==> src/sv/twsbm_pkg.sv <==
// Shared types and codes for the three-wire serial byte master.
package twsbm_pkg;

   localparam int unsigned BitsPerByte = 8;
   localparam int unsigned PhaseWidth  = 4;
   localparam logic [PhaseWidth-1:0] LastBytePhase = 4'd15;
   localparam logic [7:0] HalfPeriodReset = 8'd48;

   typedef enum logic [1:0] {
      ACT_CE_RAISE = 2'd0,
      ACT_CE_DROP  = 2'd1,
      ACT_SEND     = 2'd2,
      ACT_RECEIVE  = 2'd3
   } action_type;

   typedef struct packed {
      logic                  load;
      logic                  emit;
      logic                  last;
      logic [PhaseWidth-1:0] phase;
   } cmd_type;

   typedef struct packed {
      logic is_ce;
      logic timer_done;
      logic slot_free;
   } status_type;

endpackage

==> src/sv/three_wire_serial_byte_master_unit.sv <==
// Each phase beat is emitted once the phase timer runs out and the result register is free.
// A chip enable action yields one beat; a send or receive yields sixteen beats.
// Actions are taken one at a time, at a pace set by the phase timer;
// a new action is taken while the final beat still waits.
// Reset (synchronous): chip deselected, master drives the line low, half-period register 48.
module three_wire_serial_byte_master_unit (
   input  logic       clock,
   input  logic       reset,
   input  logic       csr_write_enable,
   input  logic [7:0] csr_write_data,
   input  logic       req_valid,
   output logic       req_stall,
   input  logic [1:0] req_action,
   input  logic [7:0] req_tx_byte,
   input  logic [7:0] req_line_bits,
   output logic       rsp_valid,
   input  logic       rsp_stall,
   output logic       rsp_chip_enable,
   output logic       rsp_serial_clock,
   output logic       rsp_data_out,
   output logic       rsp_data_drive_enable,
   output logic [7:0] rsp_rx_byte,
   output logic       rsp_last
);

   twsbm_pkg::cmd_type    cmd;
   twsbm_pkg::status_type status;

   twsbm_ctrl u_ctrl (
      .clock     (clock),
      .reset     (reset),
      .req_valid (req_valid),
      .req_stall (req_stall),
      .status    (status),
      .cmd       (cmd)
   );

   twsbm_dp u_dp (
      .clock                 (clock),
      .reset                 (reset),
      .csr_write_enable      (csr_write_enable),
      .csr_write_data        (csr_write_data),
      .req_action            (req_action),
      .req_tx_byte           (req_tx_byte),
      .req_line_bits         (req_line_bits),
      .cmd                   (cmd),
      .status                (status),
      .rsp_valid             (rsp_valid),
      .rsp_stall             (rsp_stall),
      .rsp_chip_enable       (rsp_chip_enable),
      .rsp_serial_clock      (rsp_serial_clock),
      .rsp_data_out          (rsp_data_out),
      .rsp_data_drive_enable (rsp_data_drive_enable),
      .rsp_rx_byte           (rsp_rx_byte),
      .rsp_last              (rsp_last)
   );

endmodule

==> src/sv/twsbm_ctrl.sv <==
// Phase sequencer: accepts actions and steps through their pin phases.
module twsbm_ctrl (
   input  logic                   clock,
   input  logic                   reset,
   input  logic                   req_valid,
   output logic                   req_stall,
   input  twsbm_pkg::status_type  status,
   output twsbm_pkg::cmd_type     cmd
);

   typedef enum logic [1:0] {
      ST_IDLE  = 2'b01,
      ST_PHASE = 2'b10
   } state_type;

   state_type                          state_ff, state_in;
   logic [twsbm_pkg::PhaseWidth-1:0]   phase_ff, phase_in;
   logic                               last_phase;
   logic                               emit;

   assign last_phase = status.is_ce || (phase_ff == twsbm_pkg::LastBytePhase);
   assign emit       = (state_ff == ST_PHASE) && status.timer_done && status.slot_free;
   assign req_stall  = (state_ff != ST_IDLE);

   always_comb begin
      state_in = state_ff;
      phase_in = phase_ff;
      unique case (state_ff)
         ST_IDLE: begin
            if (req_valid) begin
               state_in = ST_PHASE;
               phase_in = '0;
            end
         end
         ST_PHASE: begin
            if (emit) begin
               phase_in = phase_ff + 1'b1;
               if (last_phase) state_in = ST_IDLE;
            end
         end
         default: begin
            state_in = ST_IDLE;
         end
      endcase
   end

   always_ff @(posedge clock) begin
      if (reset) begin
         state_ff <= ST_IDLE;
         phase_ff <= '0;
      end else begin
         state_ff <= state_in;
         phase_ff <= phase_in;
      end
   end

   always_comb begin
      cmd.load  = (state_ff == ST_IDLE) && req_valid;
      cmd.emit  = emit;
      cmd.last  = last_phase;
      cmd.phase = phase_ff;
   end

endmodule

==> src/sv/twsbm_dp.sv <==
// Datapath: pin state, shift register, phase timer and result register.
module twsbm_dp (
   input  logic                  clock,
   input  logic                  reset,
   input  logic                  csr_write_enable,
   input  logic [7:0]            csr_write_data,
   input  logic [1:0]            req_action,
   input  logic [7:0]            req_tx_byte,
   input  logic [7:0]            req_line_bits,
   input  twsbm_pkg::cmd_type    cmd,
   output twsbm_pkg::status_type status,
   output logic                  rsp_valid,
   input  logic                  rsp_stall,
   output logic                  rsp_chip_enable,
   output logic                  rsp_serial_clock,
   output logic                  rsp_data_out,
   output logic                  rsp_data_drive_enable,
   output logic [7:0]            rsp_rx_byte,
   output logic                  rsp_last
);

   logic [7:0] half_period_ff;
   logic [7:0] timer_ff;
   logic       enable_ff, enable_in;
   logic       drive_en_ff, drive_en_in;
   logic       drive_lvl_ff, drive_lvl_in;
   logic [7:0] shift_ff, shift_in;
   logic [7:0] line_ff;
   twsbm_pkg::action_type action_ff;
   logic       valid_ff;
   logic       chip_enable_ff;
   logic       serial_clock_ff;
   logic       data_out_ff;
   logic       data_drive_en_ff;
   logic [7:0] rx_byte_ff;
   logic       last_ff;
   logic       high_phase;
   logic [2:0] bit_idx;
   logic       is_ce;

   assign is_ce      = (action_ff == twsbm_pkg::ACT_CE_RAISE) ||
                       (action_ff == twsbm_pkg::ACT_CE_DROP);
   assign bit_idx    = cmd.phase[3:1];
   assign high_phase = !is_ce && !cmd.phase[0];

   always_comb begin
      status.is_ce      = is_ce;
      status.timer_done = (timer_ff <= 8'd1);
      status.slot_free  = !valid_ff || !rsp_stall;
   end

   always_ff @(posedge clock) begin
      if (reset) begin
         half_period_ff <= twsbm_pkg::HalfPeriodReset;
      end else if (csr_write_enable) begin
         half_period_ff <= csr_write_data;
      end
   end

   // reload at the start of every phase, count down to one
   always_ff @(posedge clock) begin
      if (reset) begin
         timer_ff <= twsbm_pkg::HalfPeriodReset;
      end else if (cmd.load || cmd.emit) begin
         timer_ff <= half_period_ff;
      end else if (!status.timer_done) begin
         timer_ff <= timer_ff - 8'd1;
      end
   end

   always_comb begin
      enable_in    = enable_ff;
      drive_en_in  = drive_en_ff;
      drive_lvl_in = drive_lvl_ff;
      shift_in     = shift_ff;
      if (cmd.load) begin
         unique case (twsbm_pkg::action_type'(req_action))
            twsbm_pkg::ACT_CE_RAISE: enable_in = 1'b1;
            twsbm_pkg::ACT_CE_DROP:  enable_in = 1'b0;
            twsbm_pkg::ACT_SEND: begin
               drive_en_in = 1'b1;
               shift_in    = req_tx_byte;
            end
            twsbm_pkg::ACT_RECEIVE: begin
               drive_en_in = 1'b0;
               shift_in    = '0;
            end
            default: enable_in = enable_ff;
         endcase
      end else if (cmd.emit && high_phase) begin
         // drive the next bit, or sample the line, in the beat that raises the serial clock
         if (action_ff == twsbm_pkg::ACT_SEND) begin
            drive_lvl_in = shift_ff[bit_idx];
         end else begin
            shift_in[bit_idx] = line_ff[bit_idx];
         end
      end
   end

   always_ff @(posedge clock) begin
      if (reset) begin
         enable_ff    <= 1'b0;
         drive_en_ff  <= 1'b1;
         drive_lvl_ff <= 1'b0;
         shift_ff     <= '0;
         action_ff    <= twsbm_pkg::ACT_CE_DROP;
      end else begin
         enable_ff    <= enable_in;
         drive_en_ff  <= drive_en_in;
         drive_lvl_ff <= drive_lvl_in;
         shift_ff     <= shift_in;
         if (cmd.load) action_ff <= twsbm_pkg::action_type'(req_action);
      end
   end

   always_ff @(posedge clock) begin
      if (cmd.load) line_ff <= req_line_bits;
   end

   // result register: hold a beat until taken
   always_ff @(posedge clock) begin
      if (reset) begin
         valid_ff <= 1'b0;
      end else if (cmd.emit) begin
         valid_ff <= 1'b1;
      end else if (!rsp_stall) begin
         valid_ff <= 1'b0;
      end
   end

   always_ff @(posedge clock) begin
      if (cmd.emit) begin
         chip_enable_ff   <= enable_in;
         serial_clock_ff  <= high_phase;
         data_out_ff      <= drive_lvl_in;
         data_drive_en_ff <= drive_en_in;
         rx_byte_ff       <= (cmd.last && action_ff == twsbm_pkg::ACT_RECEIVE) ?
                             shift_in : 8'd0;
         last_ff          <= cmd.last;
      end
   end

   assign rsp_valid             = valid_ff;
   assign rsp_chip_enable       = chip_enable_ff;
   assign rsp_serial_clock      = serial_clock_ff;
   assign rsp_data_out          = data_out_ff;
   assign rsp_data_drive_enable = data_drive_en_ff;
   assign rsp_rx_byte           = rx_byte_ff;
   assign rsp_last              = last_ff;

endmodule

==> config.mk <==
export PLATFORM = sky130hd
export DESIGN_NAME = three_wire_serial_byte_master_unit
export DESIGN_NICKNAME = d
export VERILOG_FILES = /design/src/sv/twsbm_pkg.sv /design/src/sv/three_wire_serial_byte_master_unit.sv /design/src/sv/twsbm_ctrl.sv /design/src/sv/twsbm_dp.sv
export SDC_FILE = /design/constraint.sdc
export NUM_CORES = 1
export LEC_CHECK = 0
export BUFFER_PORTS_ARGS = -buffer_cell sky130_fd_sc_hd__buf_2
export CAP_MARGIN = 20
export CORE_ASPECT_RATIO = 0.6
export CORE_MARGIN = 5
export CORE_UTILIZATION = 34
export CTS_CLUSTER_SIZE = 40
export DETAILED_ROUTE_END_ITERATION = 16
export HOLD_SLACK_MARGIN = 0.05
export SLEW_MARGIN = 10
export SYNTH_ARGS = -nofsm -noshare
export SYNTH_HDL_FRONTEND = slang
export SYNTH_SLANG_ARGS = --single-unit
==> constraint.sdc <==
create_clock -name clock -period 2.15 [get_ports clock]
set_input_delay 0.43 -clock clock [delete_from_list [all_inputs] [get_ports clock]]
set_output_delay 0.43 -clock clock [all_outputs]
set_load 0.05 [all_outputs]
# Word-level counts from Yosys, hierarchy flattened
# Cells that the tools add are included.
# op_classes
n_addsub,2
magnitude_cmp,3
eq_ne,15
muxes,29
n_reduce_logical,20
# ops
cell,count
$mux 8,5
$pmux 8 s2,1
$eq 2x2->1 const B,5
$mux 1,10
$ne 2x1->1 const B,5
$bwmux 8,1
$le 8x1->1 const B,1
$mux 4,2
$pmux 4 s2,1
$sub 8x1->8 const B,1
$logic_and 1x1->1,7
$bmux 1 s3,2
$eq 2x1->1 const B,3
$mux 2,3
$reduce_and 3->1,2
$add 4x1->4 const B,1
$eq 4x4->1 const B,1
$logic_not 1->1,4
$logic_not 2->1,2
$logic_or 1x1->1,4
$lt 3x4->1 const B,1
$pmux 1 s2,2
$pmux 2 s2,1
$demux 1 s3,1
3 further kinds,3
# word_totals
reg_bits,57

# Depth between registers and ports, before layout
# logic_depth
depth_word,8
depth_mapped,7
ltp_nobuf,6

# Hierarchy
# Synthesis repeated with hierarchy kept, for this count alone.
# hier_totals
hier_cells,259
hier_area_um2,2687.6
# by_module_without_submodules
module,n_inst,cells_each,area_per_inst_um2,seq_area_each_um2
twsbm_dp,1,225,2357.3,1231.2
twsbm_ctrl,1,34,330.3,120.1

# Worst setup path before layout
# Ideal clock, no wire load.
# synth_timing
path_kind,input to register
startpoint,input port req_valid
endpoint,register u_dp.rx_byte_ff[1] (netlist: u_dp.rsp_rx_byte[1]) (data pin)
arrival_ps,1602
required_time_ps,1883
path_slack_ps,282
stages,6
cell_sequence,nand3b_1 -> inv_1 -> buf_1 -> o21ai_0 -> a22oi_1 -> a21oi_1
# synth_lines
item,line,text
"start, declared",three_wire_serial_byte_master_unit.sv:11,"input logic req_valid,"
"end signal, assigned",twsbm_dp.sv:137,rx_byte_ff <= (cmd.last && action_ff == twsbm_pkg::ACT_RECEIVE) ?
"end, declared",twsbm_dp.sv:35,logic [7:0] rx_byte_ff;

# Worst setup path after layout
# layout_timing
startpoint,register u_dp.timer_ff[2]
endpoint,register u_ctrl.phase_ff[2] (netlist bit)
# layout_via
elab_chain_len,5
# layout_lines
item,line,text
"start, declared",twsbm_dp.sv:23,logic [7:0] timer_ff;
"start signal, assigned",twsbm_dp.sv:63,timer_ff <= twsbm_pkg::HalfPeriodReset;
"start signal, assigned",twsbm_dp.sv:65,timer_ff <= half_period_ff;
"start signal, assigned",twsbm_dp.sv:67,timer_ff <= timer_ff - 8'd1;
$le 8x1->1,twsbm_dp.sv:48,status.timer_done = (timer_ff <= 8'd1);
$logic_and 1x1->1 (2 in a row),twsbm_ctrl.sv:22,assign emit = (state_ff == ST_PHASE) && status.timer_done && status.slot_free;
$ne 2x1->1 (no source line),--,
$reduce_and 3->1 (no source line),--,
"end signal, assigned",twsbm_ctrl.sv:53,phase_ff <= phase_in;
"end, declared",twsbm_ctrl.sv:17,"logic [twsbm_pkg::PhaseWidth-1:0] phase_ff, phase_in;"
# No other way between the ends.
# A chain may end at the register's enable or synchronous reset.

==> results.json <==
{
  "cp_slowest_cell": "nor4_4",
  "final_area_sq_um": 3310,
  "grt_overflow": 0,
  "mostFrequentLayoutCell": "buf_2",
  "cts_tree": "yes",
  "synthXorXnorAreaFrac_pct": 1.66,
  "startpoint_type": "register",
  "antenna_found_initial": 0,
  "ir_drop_mv": 0.476,
  "drt_wl_total_um": 6850,
  "regArea_sq_um": 1350,
  "async_reset_ff_share_pct": 0,
  "path_class": "reg2reg",
  "syn_area_sq_um": 2630,
  "n_fill_cell": 746,
  "postSynthAreaPerCell_sq_um": 9.93,
  "drive_above_1_share_pct": 25.1,
  "worst_r2r_endpoint": "u_ctrl.phase_ff[2]",
  "grtUsageTotal_pct": 15.5,
  "drc_errors": 0,
  "fin_worst_skew_ns": 0.00506,
  "start_util_pct": 35.6,
  "first_iter_violations": 120,
  "die_h_um": 78.1,
  "path_clk_slew_ns": 0.05,
  "pwr_density_cell_nw_per_um2": 838,
  "hold_viol_final": 0,
  "cp_max_fo": 10,
  "synth_edf_count": 21,
  "grt_pass1_wl_um": 11100,
  "avgRoutedWirePerCell_um": 15.9,
  "place_area_sq_um": 3040,
  "setup_tns_ns": 0,
  "via_per_inst": 5.06,
  "yosys.area_share.adder_pct": 1.43,
  "antenna_cells": 0,
  "finalSetupViolations": 0,
  "holdPathStages": 1,
  "ys_ff_latch": 57,
  "numCtsBuffers": 9,
  "post_cts_buffers": 0,
  "yosys_warnings": 0,
  "drt_pass1_iterations": 4,
  "worst_slack_ns": 0.144,
  "worst-r2r-setup-slack_ns": 0.14,
  "fmax_mhz": 498,
  "final_nets": 356,
  "cts_sinks": 57,
  "die_area_sq_um": 9660,
  "seq_area_frac_synth_pct": 51.4,
  "root_buffer": "clkbuf_16",
  "synth_nets": 299,
  "maxCapViolations": 0,
  "hold_path.class": "in2reg",
  "area_growth_pct": 25.9,
  "hold-path-endpoint": "u_dp.line_ff[1]",
  "yosysUniqueCellTypes": 55,
  "status": "completed",
  "grt_max_degree": 24,
  "vias": 2183,
  "die_w_um": 124,
  "cp.arrival_ns": 2.23,
  "synth_cells": 265,
  "period_minus_slack_ns": 2.01,
  "design.core.area_sq_um": 7390,
  "io_pins": 46,
  "hold_start": "req_line_bits[1]",
  "grt_pass1_vias": 2105,
  "synth_top_family_by_area": "simple AND/OR/NAND/NOR gates",
  "r2r_cells": 6,
  "slew_headroom_pct": 65.0,
  "critPathCaptureType": "register",
  "tightest_slew_ns": 0.520,
  "cp.required_ns": 2.37,
  "clockBufferDepth": 2,
  "synth-simple-area-share_pct": 23.3,
  "rr_startpoint": "u_dp.timer_ff[2]",
  "insertion_delay_ns": 0.33,
  "port_buffers": 45,
  "p_leak_nw": 1.31,
  "crit_chain": "nor4_4 > o211ai_4 > buf_4 > o21ai_4 > a21oi_1 > a31o_2",
  "hpwl_um": 4950,
  "finalCritPeriodShare_pct": 93.3,
  "h-tree-depth": 3,
  "gp_congestion": 0.881,
  "synthFlopType": "dfxtp_1",
  "cp_slowest_stage_delay_ns": 0.43,
  "ant_nets": 0,
  "layout_common_cells": "45 x buf_2, 36 x dfxtp_1, 30 x nand2_1",
  "multi_input_area_sq_um": 1240,
  "synth_compound_area_share_pct": 14.8,
  "finalMaxSlewViolations": 0,
  "place_ws_ns": 0.0705,
  "rsz0062_at_grt": "false",
  "muxShareOfSynthArea_pct": 5.14,
  "fp-row-count": 24
}
-- state kept, by name, indices dropped and copies added (netlist names), 2 cells and up --
name	count
u_ctrl.phase_ff	4
u_dp.line_ff	8
u_dp.rsp_rx_byte	8
u_dp.shift_ff	8
u_dp.timer_ff	8
u_ctrl.state_ff	2
u_dp.half_period_ff	8
u_dp.action_ff	2
-- final cells by class --
class                      count  share of cell area (%)
inverter                       3                   0.340
multi-input combinational    193                    37.3
timing repair buffer          58                    9.74
clock buffer                  15                    7.78
sequential                    57                    40.8
tap                          104                    3.93
clock inverter                 1                   0.113
-- worst max-delay path: cells and delay by family, from the launching register on --
| family | cells | cell delay, ns |
|---|---|---|
| simple gates | 1 | 0.43 |
| flops | 1 | 0.36 |
| buf+inv | 1 | 0.22 |
| compound gates | 4 | 0.89 |
-- metrics by stage --
stage | total power (W) | cells | hold slack [ns] | util (%)
floorplan | 0.00144 | 265 | 0.428 | -
global placement | 0.00153 | 415 | 0.449 | 41.1
detailed placement | 0.00154 | 415 | 0.455 | 41.1
CTS | 0.00280 | 431 | 0.261 | 44.7
global route | 0.00290 | 431 | 0.263 | 44.9
finish | 0.00278 | 431 | 0.274 | 44.9
-- synthesized netlist by cell type (all sizes together), types with 2 or more instances --
cell type / number / area share, %
a211o: 3 / 1.0
a21boi: 2 / 0.57
a21oi: 17 / 3.4
a22o: 5 / 1.7
a22oi: 2 / 0.57
a31oi: 2 / 0.48
and2: 2 / 0.48
and4: 2 / 0.67
and4b: 2 / 0.76
buf: 6 / 1.0
clkbuf: 6 / 0.86
dfxtp: 36 / 27
edfxtp: 21 / 24
ha: 3 / 1.4
inv: 3 / 0.43
mux2: 4 / 1.7
mux2i: 9 / 3.4
nand2: 30 / 4.3
nand2b: 3 / 0.71
nand3: 6 / 1.1
nand3b: 4 / 1.1
nand4: 3 / 0.71
nand4bb: 2 / 0.86
nor2: 29 / 4.4
nor2b: 9 / 2.1
nor3: 13 / 2.5
nor4: 3 / 1.3
o211ai: 3 / 1.0
o21ai: 13 / 2.6
o31ai: 2 / 0.57
xnor2: 3 / 1.0
xor2: 2 / 0.67
-- cell families (layout without fill, tap and decap cells) --
family	after synthesis	count (layout)
simple gates	115	115
compound gates	57	57
flops	57	57
buf+inv	15	77
mux	13	13
xor+xnor	5	5
fa+ha+maj	3	3
-- worst max path at each step --
stage	startpoint	to	slack, ns
final	u_dp.timer_ff[2]	u_ctrl.phase_ff[2]	0.14
after CTS	u_dp.timer_ff[2]	u_ctrl.phase_ff[2]	0.10
after detailed placement	u_dp.timer_ff[2]	u_ctrl.phase_ff[2]	0.07
after floorplan	req_valid	u_dp.rsp_rx_byte[1]	0.28
after global placement	u_dp.timer_ff[2]	u_ctrl.phase_ff[2]	0.13
after global routing	u_ctrl.phase_ff[1]	u_dp.rsp_rx_byte[6]	0.005
-- report_power, final --
| group | leakage [nW] | total [W] | internal (W) | switching, W |
|---|---|---|---|---|
| Clock | 0.126 | 0.00125 | 0.000805 | 0.000445 |
| Sequential | 0.511 | 0.00123 | 0.00118 | 0.0000498 |
| Combinational | 0.669 | 0.000301 | 0.000130 | 0.000171 |
-- metal layers --
| layer | vias up | GRT usage [%] | part of all wire (%) |
|---|---|---|---|
| met5 | - | 0 | 0 |
| met4 | 0 | 7.07 | 2.0 |
| met3 | 13 | 6.25 | 10 |
| met2 | 89 | 18.8 | 36 |
| met1 | 1001 | 23.2 | 52 |
| li1 | 1080 | - | - |
-- repair_timing --
action / in CTS / in global routing
resized for setup: 1 / 1
setup endpoints to repair: 1 / 4
hold buffers: 0 / 0
No activity file was read; power rests on OpenSTA's default activity.
